`src/sv/vala_ram.sv`:
```
// ============================================================================
// vala_ram
// Generic single-write, single-read RAM with a registered read port.
// ============================================================================
module vala_ram #(
    parameter int WIDTH = 16,
    parameter int DEPTH = 2
) (
    input  logic                     i_clk,
    input  logic                     i_we,
    input  logic [$clog2(DEPTH)-1:0] i_waddr,
    input  logic [WIDTH-1:0]         i_wdata,
    input  logic                     i_re,
    input  logic [$clog2(DEPTH)-1:0] i_raddr,
    output logic [WIDTH-1:0]         o_rdata
);

    logic [WIDTH-1:0] r_mem [DEPTH];
    logic [WIDTH-1:0] r_rdata;

    // Write port.
    always_ff @(posedge i_clk) begin
        if (i_we) begin
            r_mem[i_waddr] <= i_wdata;
        end
    end

    // Registered read port; the data holds while no read is enabled.
    always_ff @(posedge i_clk) begin
        if (i_re) begin
            r_rdata <= r_mem[i_raddr];
        end
    end

    assign o_rdata = r_rdata;

endmodule

```
`config.mk`:
```
export PLATFORM = sky130hd
export DESIGN_NAME = vala_ram
export DESIGN_NICKNAME = d
export VERILOG_FILES = /design/src/sv/vala_ram.sv
export SDC_FILE = /design/constraint.sdc
export NUM_CORES = 1
export LEC_CHECK = 0
export BUFFER_PORTS_ARGS = -buffer_cell sky130_fd_sc_hd__buf_4
export CORE_MARGIN = 5
export CORE_UTILIZATION = 45
export CTS_CLUSTER_SIZE = 14
export DETAILED_ROUTE_END_ITERATION = 10
export GPL_ROUTABILITY_DRIVEN = 0
export PLACE_DENSITY = 0.68
export SETUP_SLACK_MARGIN = 0.4
export SYNTH_ARGS = -nofsm -noshare
export SYNTH_HDL_FRONTEND = slang
export SYNTH_SLANG_ARGS = --single-unit
```
`constraint.sdc`:
```
create_clock -name i_clk -period 2.6 [get_ports i_clk]
set_input_delay 0.65 -clock i_clk [delete_from_list [all_inputs] [get_ports i_clk]]
set_output_delay 0.65 -clock i_clk [all_outputs]
set_load 0.02 [all_outputs]
```
Word-level counts from Yosys, hierarchy flattened

Memory sizes are Yosys's and may differ from the RTL's. A register that Yosys moved wholly into a read port is not among the register bits.
Cells that the tools add are included.

Memories kept: 1
Logic and storage cells: 3
Memory bits (writable): 32
Output and inout port bits: 16
Register bits: 0
Bits of input ports: 21

Memory list:

| name  | words | bits a word | read ports | clocked after Yosys merged registers in | wr ports | line | text |
|---|---|---|---|---|---|---|---|
| r_mem | 2     | 16          | 1          | 1                                       | 1        | 18   | `logic [WIDTH-1:0] r_mem [DEPTH];` |

Muxes and demuxes: 2

Operators with widths:

| operator         | number |
|---|---|
| 2-to-1 mux 1 bit | 2 |

Longest topological paths before layout

Depth in word-level cells: 2
Depth in mapped cells: 3
Gate-level depth less buffers: 1

Least setup slack after synthesis

No wires, ideal clock.

Path type: input -> register
From: input port i_we
To: memory r_mem[0][0], enable pin
Arrival time: 1,414 ps
Path buffers: 0
Cell stages on the path: 1
Setup time: 390 ps
Data required time: 2,210 ps
Slack: 795 ps
Cell sequence: nor2b_1

Longest elaborated chain between the ends: 2

RTL lines:

| what                                   | line | text |
|---|---|---|
| start, declared                        | 10   | `input logic i_we,` |
| 2-to-1 mux 1 bit                       | 23   | `if (i_we) begin` |
| 2-to-1 mux 1 bit (not written as such) | 24   | `r_mem[i_waddr] <= i_wdata;` |
| end, declared                          | 18   |  |

No other way between the ends.

Worst setup path in the final report

From: register r_rdata[10] (netlist: o_rdata[10]) (read register of r_mem)
To: output port o_rdata[10]

RTL lines:

| what            | line | text |
|---|---|---|
| start, declared | 19   | `logic [WIDTH-1:0] r_rdata;` |
| end, declared   | 15   | `output logic [WIDTH-1:0] o_rdata` |

No word-level cell between the ends.

==> reports/results.md <==
Layout
• 0 — diode insertion count for antenna repair
• 23.1% — area growth from synthesis to final layout
• 52.7% — share of post-route cells with drive strength above 1
• 132 — Total Nets Final

STA
• 53.0% — worst rel slew slack
• 670 MHz — top achievable clock speed
• 1490 ps — shortest period the worst path allows
• 1.30 ps — post-route clock skew
• 0 — final hold violation count
• 0 ps — setup TNS after final layout
• 0 — Setup-failing EPs final
• 0 — final count of pins violating max slew
• no — unrepaired setup endpoints after global routing
• 705 ps — slew at the pin closest to its max-slew limit
• 57.4% — final worst-path cycle share

Synthesis
• 48 — number of enable-type register cells in the synthesized netlist
• edfxtp_1 — leading cell type by number of instances after synthesis
• 89 — Syn Nets
• 7 — count of different cell masters after synthesis
• 0% — fraction of the mapped netlist area in compound gates
• 0% — synthesized-area fraction occupied by adder cells
• 0% — xor/xnor share of the synthesized area
• 84.6% — share of Yosys cell area claimed by the top area cell type
• edfxtp_1 85%, mux2_4 8.8%, mux2_2 4.0% — top cells by area, synth
• 12.8% — share of synthesized area spent on multiplexers
• 68 — Syn Inst Count
• 0.735% — post-synthesis simple-gate area fraction
• 48 x edfxtp_1, 10 x mux2_4, 6 x mux2_2 — ranking of synthesized cells by instance count
• multiplexers — main combinational cell family by area after synthesis
• 84.6% — sequential fraction of the synthesis area
• edfxtp_1 — Synth area leader
• 0 — Synth Warn #
• 0% — fraction of synthesis flops using an asynchronous set or reset pin
• 1700 um^2 — cell area after technology mapping
• 48 — post-synthesis sequential element count
• edfxtp_1 — most common flop cell mapped by yosys
• 25.0 um^2 — average instance area after synthesis

Global route
• 0 — Congestion Overflow GR
• 17 — largest net degree at the start of global routing
• 3530 um — wire length of the first global-routing pass
• 782 — number of global-route vias before repair
• 0 — antenna violations before repair
• 9.44% — GRT Overall Usage

Clock network
• 2 — H-tree depth reported by CTS
• 0 — number of buffers added to fix hold violations after cts
• 5 — TritonCTS Buffers
• 0 — number of cells upsized or downsized after cts
• 70 ps — clock transition time at the flip-flop clock pins of the worst setup and hold paths
• built — TritonCTS clock tree
• clkbuf_8 — clock root buffer
• 0 — total setup buffers inserted after CTS
• 2 — buffers from clock root to sink, at most
• 48 — sinks on the clock net
• 290 ps — later-pin clock latency in the skew report

Setup path
• buf_4 — Cell Chain, Critical Path
• 1 — cell count along the critical path
• o_rdata[10] — end point of the critical path
• 840 ps — arrival time of the worst setup path
• r_mem[1][0] — source of the worst register-to-register timing path
• register to output pin — Worst Setup Path Type
• flip-flops — category of cells accounting for the largest share of critical-path delay
• 1 — number of cells on the worst reg-to-reg path
• edfxtp_1 — cell at the slowest stage of the critical path
• register — element type at the critical path start
• 1950 ps — worst path required time
• o_rdata[10] — critical path launch point
• o_rdata[0] — Critical R2R Capture
• 1 — Max Fanout on Critical Path
• 1 — buffers and inverters on the worst path
• 380 ps — peak per-stage delay on the critical path
• 1710 ps — worst-case register-to-register setup slack
• output pin — type of element capturing the critical path

Routing
• 18 — detailed router's first-iteration violation count
• 13.3 um — per-cell routed wire length
• 1280 um — wire length on met2
• 0 — number of nets still failing antenna checks after routing
• met4 — highest signal layer in the routed design
• 0 — residual DRC count
• 4.49 — Vias per Instance
• 4 — DRT Pass-1 Iters
• 718 — via count
• 657 um — Met1 Wirelength
• 150 um — detailed route wirelength on metal3
• 2130 um — Routed WL

Pwr
• 0.00145 W — post-layout total power
• 0.407 mV — largest vdd supply drop
• 694 nW/um^2 — power per cell area
• 0.791 nW — standby leakage power

Job
• 0 — Max-cap violations

Place
• 36 — Port Buf Inserts

Run status
• finished, final reports clean — result of the run

Floorplan
• 46.5% — starting density of the core
• 5110 um^2 — Die Footprint
• 3660 um^2 — Placeable Area
• 37 — Boundary Pins
• 71.5 um — DIE WIDTH
• 22 — std cell rows
• 71.5 um — Die H

Min path
• primary input to register — classification of the worst-slack hold path

## state kept, by name, summed over array words and instances (netlist names)
name     count
o_rdata     16
r_mem       32
## cell families (layout without fill, tap and decap cells)
logic type    after synthesis  count (layout)
flops                      48              48
buf+inv                     2              46
mux                        16              16
simple gates                2               2
## layout by cell type (no fill, tap or decap)
cell	Yosys	routed
edfxtp_1	48	48
clkinv_1	0	1
clkbuf_1	0	2
nor2b_1	1	1
clkbuf_8	0	5
mux2_4	10	10
and2_1	1	1
buf_4	0	38
mux2_2	6	6
## how the worst min path moves through the flow
stage | start | endpoint | depth (start not counted)
2_1_floorplan | r_mem[1][0] | o_rdata[0] | 1
3_3_place_gp | r_mem[1][0] | o_rdata[0] | 1
3_5_place_dp | r_mem[0][4] | o_rdata[4] | 1
4_1_cts | i_wdata[13] | r_mem[0][13] | 1
5_1_grt | i_wdata[10] | r_mem[1][10] | 1
6_report | i_wdata[8] | r_mem[0][8] | 1
## layer usage
layer	up-vias	track usage (%)
li1	351	-
met4	0	5.64
met5	-	0
met3	3	3.79
met2	20	18.5
met1	344	7.53
## power by group
group | internal (W) | total (W) | switching [W]
combinational | 0.0000711 | 0.000133 | 0.0000619
sequential | 0.000913 | 0.000925 | 0.0000120
clock | 0.000187 | 0.000396 | 0.000209
## stage by stage
step	worst slack [ps]	hold WS [ps]	instance area (um^2)	util (%)	std cells
after floorplan	795	523	1700	-	68
after global placement	893	530	2020	55.1	152
after detailed placement	884	533	2020	55.1	152
after CTS	1080	527	2100	57.3	160
after global routing	1070	524	2100	57.3	160
final	1110	543	2100	57.3	160
## area by class of cell
class	instances	area [um^2]
fillers	283	1560
flip-flops and latches	48	1440
repair buffers	38	285
multi-input cells	18	230
clock buffers	7	76.3
well taps	48	60.1
clock inverters	1	3.75
(Power assumes the default switching activity.)
