[src/sv/vala_pkg.sv]
// ============================================================================
// vala_pkg
// Shared types, constants and helper functions for the eight-lane vector ALU.
// ============================================================================
package vala_pkg;

    // Fixed lane geometry and field widths.
    localparam int LANES         = 8;
    localparam int LANE_W        = 16;
    localparam int LANE_IDX_W    = 3;
    localparam int ROW_W         = LANES * LANE_W;
    localparam int HALF_W        = ROW_W / 2;
    localparam int OPCODE_W      = 4;
    localparam int ESEL_W        = 4;
    localparam int FLAGS_W       = 2 * LANES;
    localparam int REG_FIELD_W   = 5;
    localparam int REG_FIELD_DEP = 32;
    localparam int IDX_W_MAX     = 6;

    // Default register file depth.
    localparam int NUM_REGS_DEF  = 32;

    // Instruction codes.
    typedef enum logic [OPCODE_W-1:0] {
        OP_ADD    = 4'd0,
        OP_SUB    = 4'd1,
        OP_ABS    = 4'd2,
        OP_ADDC   = 4'd3,
        OP_SUBC   = 4'd4,
        OP_AND    = 4'd5,
        OP_NAND   = 4'd6,
        OP_OR     = 4'd7,
        OP_NOR    = 4'd8,
        OP_XOR    = 4'd9,
        OP_XNOR   = 4'd10,
        OP_LWRITE = 4'd11
    } t_opcode;

    // One register row: eight 16-bit lanes, lane 0 in the low bits.
    typedef logic [LANES-1:0][LANE_W-1:0] t_row;

    // Per-lane result handed from a lane unit to the top level.
    typedef struct packed {
        logic [LANE_W-1:0] value;
        logic              carry;
        logic              ne;
    } t_lane_res;

    // Register index reduction table, one entry per encodable index.
    typedef logic [IDX_W_MAX-1:0] t_idx_tab [REG_FIELD_DEP];

    // Builds the index-modulo-depth table with a wrapping counter.
    function automatic t_idx_tab build_idx_tab(input int n);
        t_idx_tab tab;
        int       j;
        j = 0;
        for (int k = 0; k < REG_FIELD_DEP; k++) begin
            tab[k] = IDX_W_MAX'(j);
            j = (j + 1 == n) ? 0 : j + 1;
        end
        return tab;
    endfunction

    // Source lane of the second operand for destination lane i.
    function automatic logic [LANE_IDX_W-1:0] sel_lane(
        input logic [LANE_IDX_W-1:0] i,
        input logic [ESEL_W-1:0]     e
    );
        logic [LANE_IDX_W-1:0] l;
        if (e < 4'd2) begin
            l = i;
        end else if (e < 4'd4) begin
            l = {i[2:1], e[0]};
        end else if (e < 4'd8) begin
            l = {i[2], e[1:0]};
        end else begin
            l = e[2:0];
        end
        return l;
    endfunction

endpackage

[src/sv/vala_lane.sv]
// ============================================================================
// vala_lane
// One 16-bit lane of the vector ALU: saturating add/sub, conditional
// absolute value, add/subtract with carry flags and the logical ops.
// ============================================================================
module vala_lane (
    input  vala_pkg::t_opcode            i_op,
    input  logic [vala_pkg::LANE_W-1:0]  i_a,
    input  logic [vala_pkg::LANE_W-1:0]  i_b,
    input  logic                         i_carry,
    output vala_pkg::t_lane_res          o_res
);
    import vala_pkg::*;

    localparam int SUM_W = LANE_W + 2;
    localparam logic [LANE_W-1:0] MAX_POS = {1'b0, {(LANE_W-1){1'b1}}};
    localparam logic [LANE_W-1:0] MIN_NEG = {1'b1, {(LANE_W-1){1'b0}}};

    // Clamps an 18-bit signed value to the signed 16-bit range.
    function automatic logic [LANE_W-1:0] sat16(input logic [SUM_W-1:0] v);
        logic [LANE_W-1:0] s;
        if (v[SUM_W-1:LANE_W-1] == '0 || v[SUM_W-1:LANE_W-1] == '1) begin
            s = v[LANE_W-1:0];
        end else if (v[SUM_W-1]) begin
            s = MIN_NEG;
        end else begin
            s = MAX_POS;
        end
        return s;
    endfunction

    logic [SUM_W-1:0]  a_ext;
    logic [SUM_W-1:0]  b_ext;
    logic [SUM_W-1:0]  c_ext;
    logic [LANE_W:0]   u_sum;

    assign a_ext = {{2{i_a[LANE_W-1]}}, i_a};
    assign b_ext = {{2{i_b[LANE_W-1]}}, i_b};
    assign c_ext = SUM_W'(i_carry);
    assign u_sum = {1'b0, i_a} + {1'b0, i_b};

    // Lane operation select.
    always_comb begin
        o_res = '0;
        unique case (i_op)
            OP_ADD: begin
                o_res.value = sat16(a_ext + b_ext + c_ext);
            end
            OP_SUB: begin
                o_res.value = sat16(a_ext - b_ext - c_ext);
            end
            OP_ABS: begin
                // Negate on a negative first operand; the most negative value
                // maps to the largest positive one.
                if (i_a[LANE_W-1]) begin
                    o_res.value = (i_b == MIN_NEG) ? MAX_POS : (~i_b + 1'b1);
                end else if (i_a != '0) begin
                    o_res.value = i_b;
                end else begin
                    o_res.value = '0;
                end
            end
            OP_ADDC: begin
                o_res.value = u_sum[LANE_W-1:0];
                o_res.carry = u_sum[LANE_W];
                o_res.ne    = (u_sum[LANE_W-1:0] != '0);
            end
            OP_SUBC: begin
                // Borrow is an unsigned compare of the two operands.
                o_res.value = i_a - i_b;
                o_res.carry = (i_a < i_b);
                o_res.ne    = (i_a != i_b);
            end
            OP_AND:  o_res.value = i_a & i_b;
            OP_NAND: o_res.value = ~(i_a & i_b);
            OP_OR:   o_res.value = i_a | i_b;
            OP_NOR:  o_res.value = ~(i_a | i_b);
            OP_XOR:  o_res.value = i_a ^ i_b;
            OP_XNOR: o_res.value = ~(i_a ^ i_b);
            default: o_res = '0;
        endcase
    end

endmodule
[config.mk]
export PLATFORM = sky130hd
export DESIGN_NAME = vala_lane
export DESIGN_NICKNAME = d
export VERILOG_FILES = /design/src/sv/vala_pkg.sv /design/src/sv/vala_lane.sv
export SDC_FILE = /design/constraint.sdc
export NUM_CORES = 1
export LEC_CHECK = 0
export BUFFER_PORTS_ARGS = -buffer_cell sky130_fd_sc_hd__buf_4
export CORE_ASPECT_RATIO = 1.5
export CORE_MARGIN = 10
export CORE_UTILIZATION = 50
export DETAILED_ROUTE_END_ITERATION = 10
export GPL_TIMING_DRIVEN = 0
export PLACE_DENSITY = 0.71
export SETUP_SLACK_MARGIN = 0.02
export SLEW_MARGIN = 20
export SYNTH_ARGS = -nofsm -noshare
export SYNTH_HDL_FRONTEND = slang
export SYNTH_SLANG_ARGS = --single-unit
[constraint.sdc]
create_clock -name vclk -period 5.7
set_input_delay 1.14 -clock vclk [all_inputs]
set_output_delay 1.14 -clock vclk [all_outputs]
set_load 0.02 [all_outputs]
* Yosys cells after proc, flatten, opt, wreduce, memory -nomap -nowiden
Index checks and enable logic that the tools add are counted.
Storage, ports and cells: bits of input ports 37, flip-flop bits (word level) 0
Operators by class: eq/ne operators 14, bitwise gates (word level) 7, magnitude comparators 1, reductions and logical operators 7, $add $sub $neg 7, mux-type cells 9
Operator list (count):
- $pmux 16 s11 | 1
- $mux 16 | 7
- $not 16->16 | 4
- $add 16x16->17 | 2
- $reduce_bool 16->1 | 2
- $add 17x2->18 | 1
- $sub 17x2->18 | 1
- $sub 16x16->17 | 1
- $add 16x1->16 const B | 1
- $and 16x16->16 | 1
- $eq 16x16->1 const B | 1
- $eq 4x3->1 const B | 4
- $lt 16x16->1 | 1
- $ne 16x16->1 | 1
- $or 16x16->16 | 1
- $sub 16x16->16 | 1
- $xor 16x16->16 | 1
- $eq 4x4->1 const B | 3
- $eq 4x2->1 const B | 2
- $eq 3x3->1 const B | 2
- $logic_not 3->1 | 2
- $eq 4x1->1 const B | 1
- $logic_not 4->1 | 1
- $pmux 2 s2 | 1
- $logic_or 1x1->1 | 2

* Longest topological paths before layout
Gate-level depths: netlist of run 1.
word-level depth 6, depth in mapped cells 14

* Worst setup path after synthesis of run 1
No wires, ideal clock.
kind input -> output, start point input i_b[10] (netlist bit), end point output o_res[10] (netlist bit), required time 4560 ps, path buffers 2, stages on the path 13, slack 620 ps, arrival time 3940 ps, cell sequence clkbuf_1 > inv_1 > ha_1 > ha_1 > a21oi_1 > o21ai_0 > a22oi_1 > nor2b_1 > o211ai_1 > o21ai_1 > nand3_1 > clkbuf_1 > o2111ai_1
RTL lines:
- from (decl) | RTL line vala_lane.sv:9 | input logic [vala_pkg::LANE_W-1:0] i_b,
- to (decl) | RTL line vala_lane.sv:11 | output vala_pkg::t_lane_res o_res

==> results of run 1 <==
-- cell type report --
type               count  area share
plain buffers         43     0.03746
multi-input cells    674      0.8181
well taps            117     0.02504
repair buffers        58     0.07449
inverters             70     0.04495
-- power groups by stage --
stage	registers [mW]	clock network (mW)	logic, mW
final	0	0	0.771
after global routing	0	0	0.819
after CTS	0	0	0.731
after detailed placement	0	0	0.721
after global placement	0	0	0.711
after floorplan	0	0	0.480
-- what timing repair did --
item	4_1_cts	5_1_grt
resized for setup	9	19
pin swaps	1	7
cloned	0	0
endpoints found under the setup margin	14	16
setup buffers	0	4
-- cell families (layout without fill, tap and decap cells) --
kind of cell,count (synthesis),in the layout,synth area share
AOI/OAI and AO/OA,314,314,0.3976
xor gates and xnor gates,42,42,0.07093
adders and majority gates,83,83,0.2089
buffers and inverters,114,171,0.09240
muxes,8,8,0.01568
and+or+nand+nor,227,227,0.2145
-- tightest hold or removal path, delay by kind of cell --
kind / cells / cell delay, ns
compound gates: 2 / 0.24
buf+inv: 2 / 0.28
simple gates: 1 / 0.05
-- path summary, 6_finish.rpt --
kind  slack, ns  startpoint        to
max        0.05      i_b[4]  o_res[2]
min        2.85      i_b[0]  o_res[2]
-- stage by stage --
stage | power (mW) | hold slack, ns | util | std cells | setup TNS [ns]
finish | 0.7711 | 2.851 | 0.5768 | 962 | 0
global route | 0.8191 | 2.892 | 0.5768 | 962 | -0.1030
CTS | 0.7308 | 2.844 | 0.5694 | 958 | 0
detailed placement | 0.7207 | 2.850 | 0.5667 | 959 | -4.179
global placement | 0.7114 | 2.839 | 0.5662 | 959 | -2.621
floorplan | 0.4805 | 2.617 | - | 788 | 0
-- cell usage after synthesis (7+ instances only) --
cell type | instances | area (µm²)
clkbuf_1 | 25 | 93.84
mux2i_1 | 7 | 70.07
inv_1 | 68 | 255.2
o22ai_1 | 16 | 100.1
nand3_1 | 16 | 80.08
a31oi_1 | 8 | 50.05
o221ai_1 | 7 | 61.31
nor4_1 | 8 | 50.05
nor2_1 | 54 | 202.7
nand4_1 | 18 | 112.6
a21o_1 | 14 | 105.1
xnor2_1 | 32 | 280.3
o211ai_1 | 9 | 67.56
a221oi_1 | 14 | 122.6
and3_1 | 7 | 43.79
a211oi_1 | 7 | 52.55
xor2_1 | 10 | 87.58
ha_1 | 77 | 963.4
o21ai_0 | 77 | 385.4
o2111ai_1 | 9 | 78.83
nand2_1 | 63 | 236.5
nand2b_1 | 7 | 43.79
nor3_1 | 22 | 110.1
a21oi_1 | 80 | 400.4
-- metal layers --
metal	part of all wire	track usage	up-vias	wire, µm
met2	0.47	0.5581	520	11950
met3	0.087	0.04224	165	2221
met4	0.10	0.2513	0	2543
met1	0.34	0.3632	3167	8771
li1	-	-	3054	-
met5	0	0	-	0
-- placed cells by master (no fill, tap or decap), types with 8 or more instances in the layout --
cell type,synthesis,routed
a31oi_1,8,8
a21o_1,14,14
a221oi_1,14,14
xnor2_1,32,32
o211ai_1,9,9
inv_1,68,68
ha_1,77,74
buf_4,6,65
nand4_1,18,18
nand2_1,63,63
a21oi_1,80,76
xor2_1,10,10
nor2_1,54,52
nor4_1,8,8
clkbuf_1,25,21
o22ai_1,16,16
nor3_1,22,20
nand3_1,16,16
o21ai_0,77,75
o2111ai_1,9,9
==> results.tsv, run 1 <==
metric	value	unit
Worst path slowest cell	a32oi_2	
hold buffers post-CTS	0	
Comb power frac	1.000	
core area	10130	µm²
# nets final	967	
dpl hpwl	20330	µm
share of cells above drive strength 1	0.1290	
cell-internal power	0.2788	mW
final instance area	5846	µm²
CP arrival	4.51	ns
drt first-iter violations	862	
vias in the first global route	6386	
DR vias	6906	
CP delay by family, top	compound AO/OA/AOI/OAI gates	
antenna cells	0	
outcome	complete, but fails checks	
failing checks	design-rule violations	
fin crit share	0.9918	
All-Layer GR Usage	0.3300	
Post-Syn Area	5186	µm²
worst path bufs/invs	3	
Crit. End Element	primary output	
Least-Margin Pin Slew	0.9095	ns
Fillers	1036	
Mapped Cells	788	
Yosys warnings	0	
RSZ-0062 raised after global routing	true	
CP max stage delay	0.46	ns
Sw Ratio	0.6385	
DRT Wirelength	25490	µm
input/output buffers	54	
initial antenna violation count	0	
Vias/cell	7.179	
Max-slew headroom	0.3881	
syn nets	908	
seq_cells	0	
Hold Fails Final Rpt	0	
first-pass GRT wire length	37580	µm
sequential area share after synthesis	0	
Max Fanout on Critical Path	8	
Max Cap Violations	0	
Avg WL per Cell	26.49	µm
DRC	2	
CP required	4.56	ns
full die area	14930	µm²
Post-DP Area	5743	µm²
Row Count	45	
crit-path cells	buf_4, inv_1, ha_2, ha_1, o211ai_1, a21oi_2, nor2_2, o21ai_0, xor2_1, a21oi_1, a32oi_2, o2111ai_1, buf_4	
die height	144.7	µm
startpoint types	input pin	
CP most frequent cell	buf_4	
multi-input logic area	4782	µm²
Power per Cell Area	131.9	nW/µm²
Die X	103.2	µm
post-route ant nets	0	
Cell variety after synth	70	
1st-pass router iterations	9	
Worst Setup Path Type	in -> out	
CLK BUF	0	
hold path depth	5	
maximum VDD drop	0.1023	mV
syn avg cell area	6.582	µm²
DP Worst Slack	-0.3891	ns
GR Overflow Total	0	
final worst slack	0.04667	ns
GPL Wtd Cong	1.078	
Flop pwr share	0	
worst min-delay path class	in -> out	
# setup viols final	0	
Crit. path cell count	13	
leakage power total	2.523	nW
fmax	176.9	MHz
Clock Power Share	0	
# IOs	55	
Slew Viols, Final	0	
largest net degree at the start of global routing	11	
P&R area growth vs syn	12.71	%
Starting Density	0.5117	
sw power	0.4923	mW
Final min period	5.653	ns
FF/Latch Area	0	µm²
Note: power is estimated with default switching activity, not from simulation.
==> run 2: changes to the inputs <==
==> constraint.sdc (replaced) <==
create_clock -name vclk -period 5.8
set_input_delay 1.16 -clock vclk [all_inputs]
set_output_delay 1.16 -clock vclk [all_outputs]
set_load 0.02 [all_outputs]
==> run 2 against run 1 <==
Against the previous run: sequential share of layout area stayed put; total power decreased by 1.7%; critical path type unchanged; global-route usage is essentially flat; non-clock buffer count grew 1; the run now ends clean; largest cell class unchanged.
==> results.tsv, run 2 (synthesized netlist as in run 1, its figures left out) <==
metric	value	unit
# setup viols final	0	
die height	144.7	µm
seq_cells	0	
Power per Cell Area	129.8	nW/µm²
CP required	4.64	ns
Worst path slowest cell	a32oi_2	
CP most frequent cell	buf_4	
largest net degree at the start of global routing	11	
share of cells above drive strength 1	0.1265	
GPL Wtd Cong	1.078	
drt first-iter violations	868	
Crit. End Element	primary output	
Die X	103.2	µm
Final min period	5.721	ns
Slew Viols, Final	0	
RSZ-0062 raised after global routing	false	
fmax	174.8	MHz
Worst Setup Path Type	in -> out	
CLK BUF	0	
crit-path cells	buf_4, inv_1, ha_2, ha_1, o211ai_1, a21oi_2, nor2_2, o21ai_0, xor2_1, a21oi_1, a32oi_2, o2111ai_1, buf_4	
first-pass GRT wire length	37570	µm
# IOs	55	
DRC	0	
Hold Fails Final Rpt	0	
Fillers	1036	
Starting Density	0.5117	
outcome	finished, final reports clean	
Post-DP Area	5743	µm²
fin crit share	0.9864	
Avg WL per Cell	26.46	µm
DR vias	6881	
Max Cap Violations	0	
All-Layer GR Usage	0.3299	
DP Worst Slack	-0.3291	ns
Setup TNS	0	ns
antenna cells	0	
dpl hpwl	20330	µm
core area	10130	µm²
full die area	14930	µm²
most frequent cells in the layout	a21oi_1 (78), o21ai_0 (75), ha_1 (74)	
input/output buffers	54	
maximum VDD drop	0.09855	mV
CP arrival	4.56	ns
Vias/cell	7.145	
final worst slack	0.07872	ns
leakage power total	2.528	nW
GR Overflow Total	0	
Max Fanout on Critical Path	8	
vias in the first global route	6383	
worst min-delay path class	in -> out	
initial antenna violation count	0	
commonest non-fill, non-tap cell in the layout	a21oi_1	
DRT Wirelength	25480	µm
FF/Latch Area	0	µm²
Max-slew headroom	0.3766	
P&R area growth vs syn	12.67	%
post-route ant nets	0	
startpoint types	input pin	
final instance area	5843	µm²
# nets final	968	
CP max stage delay	0.47	ns
Row Count	45	
1st-pass router iterations	7	
Least-Margin Pin Slew	0.9266	ns
run 2: cell count changes in the layout (fill, tap and decap cells not counted), sizes merged:
cell	before	now
buf	78	77
clkbuf	23	25
run 2: worst paths after layout:
check	to	startpoint	depth (start not counted)	slack [ns]
setup / recovery	o_res[2]	i_b[4]	13	0.08
hold / removal	o_res[2]	i_b[0]	5	2.89
run 2: area by class of cell:
type                            instances  area [µm²]  area share
Timing Repair Buffer                   59       442.9     0.07580
Inverter                               70       262.8     0.04497
Tap cell                              117       146.4     0.02505
Multi-Input combinational cell        674        4772      0.8167
Buffer                                 43       219.0     0.03747
run 2: routing by layer:
metal  vias up  track usage  share of wire
li1       3049            -              -
met1      3189       0.3629           0.35
met2       509       0.5581           0.48
met3       134      0.04224          0.088
met4         0       0.2513          0.090
met5         -            0              0
run 2: metrics by stage:
stage | util | hold WS [ns] | cells | total power [mW]
3_5_place_dp | 0.5667 | 2.890 | 959 | 0.7082
2_1_floorplan | - | 2.657 | 788 | 0.4722
4_1_cts | 0.5690 | 2.884 | 958 | 0.7173
3_3_place_gp | 0.5662 | 2.879 | 959 | 0.6991
5_1_grt | 0.5765 | 2.932 | 963 | 0.8044
6_report | 0.5765 | 2.888 | 963 | 0.7583
run 2: critical path: cells and delay by family:
| kind | cells | cell delay (ns) |
|---|---|---|
| AO/OA/AOI/OAI | 6 | 1.71 |
| adder cells (fa/ha/maj) | 2 | 0.77 |
| buffers and inverters | 3 | 0.48 |
| AND/OR/NAND/NOR | 1 | 0.09 |
| XOR/XNOR | 1 | 0.35 |
run 2: report_power, final:
group          internal, mW  switching, mW
registers                 0              0
logic                 0.275          0.483
clock network             0              0
total                 0.275          0.483
run 2: timing repair:
item	CTS	global route
pin swaps	0	5
endpoints found under the setup margin	14	16
gates resized for setup	8	15
cloned	0	0
setup buffers	0	5
hold endpoints to repair	0	0
hold buffers	0	0
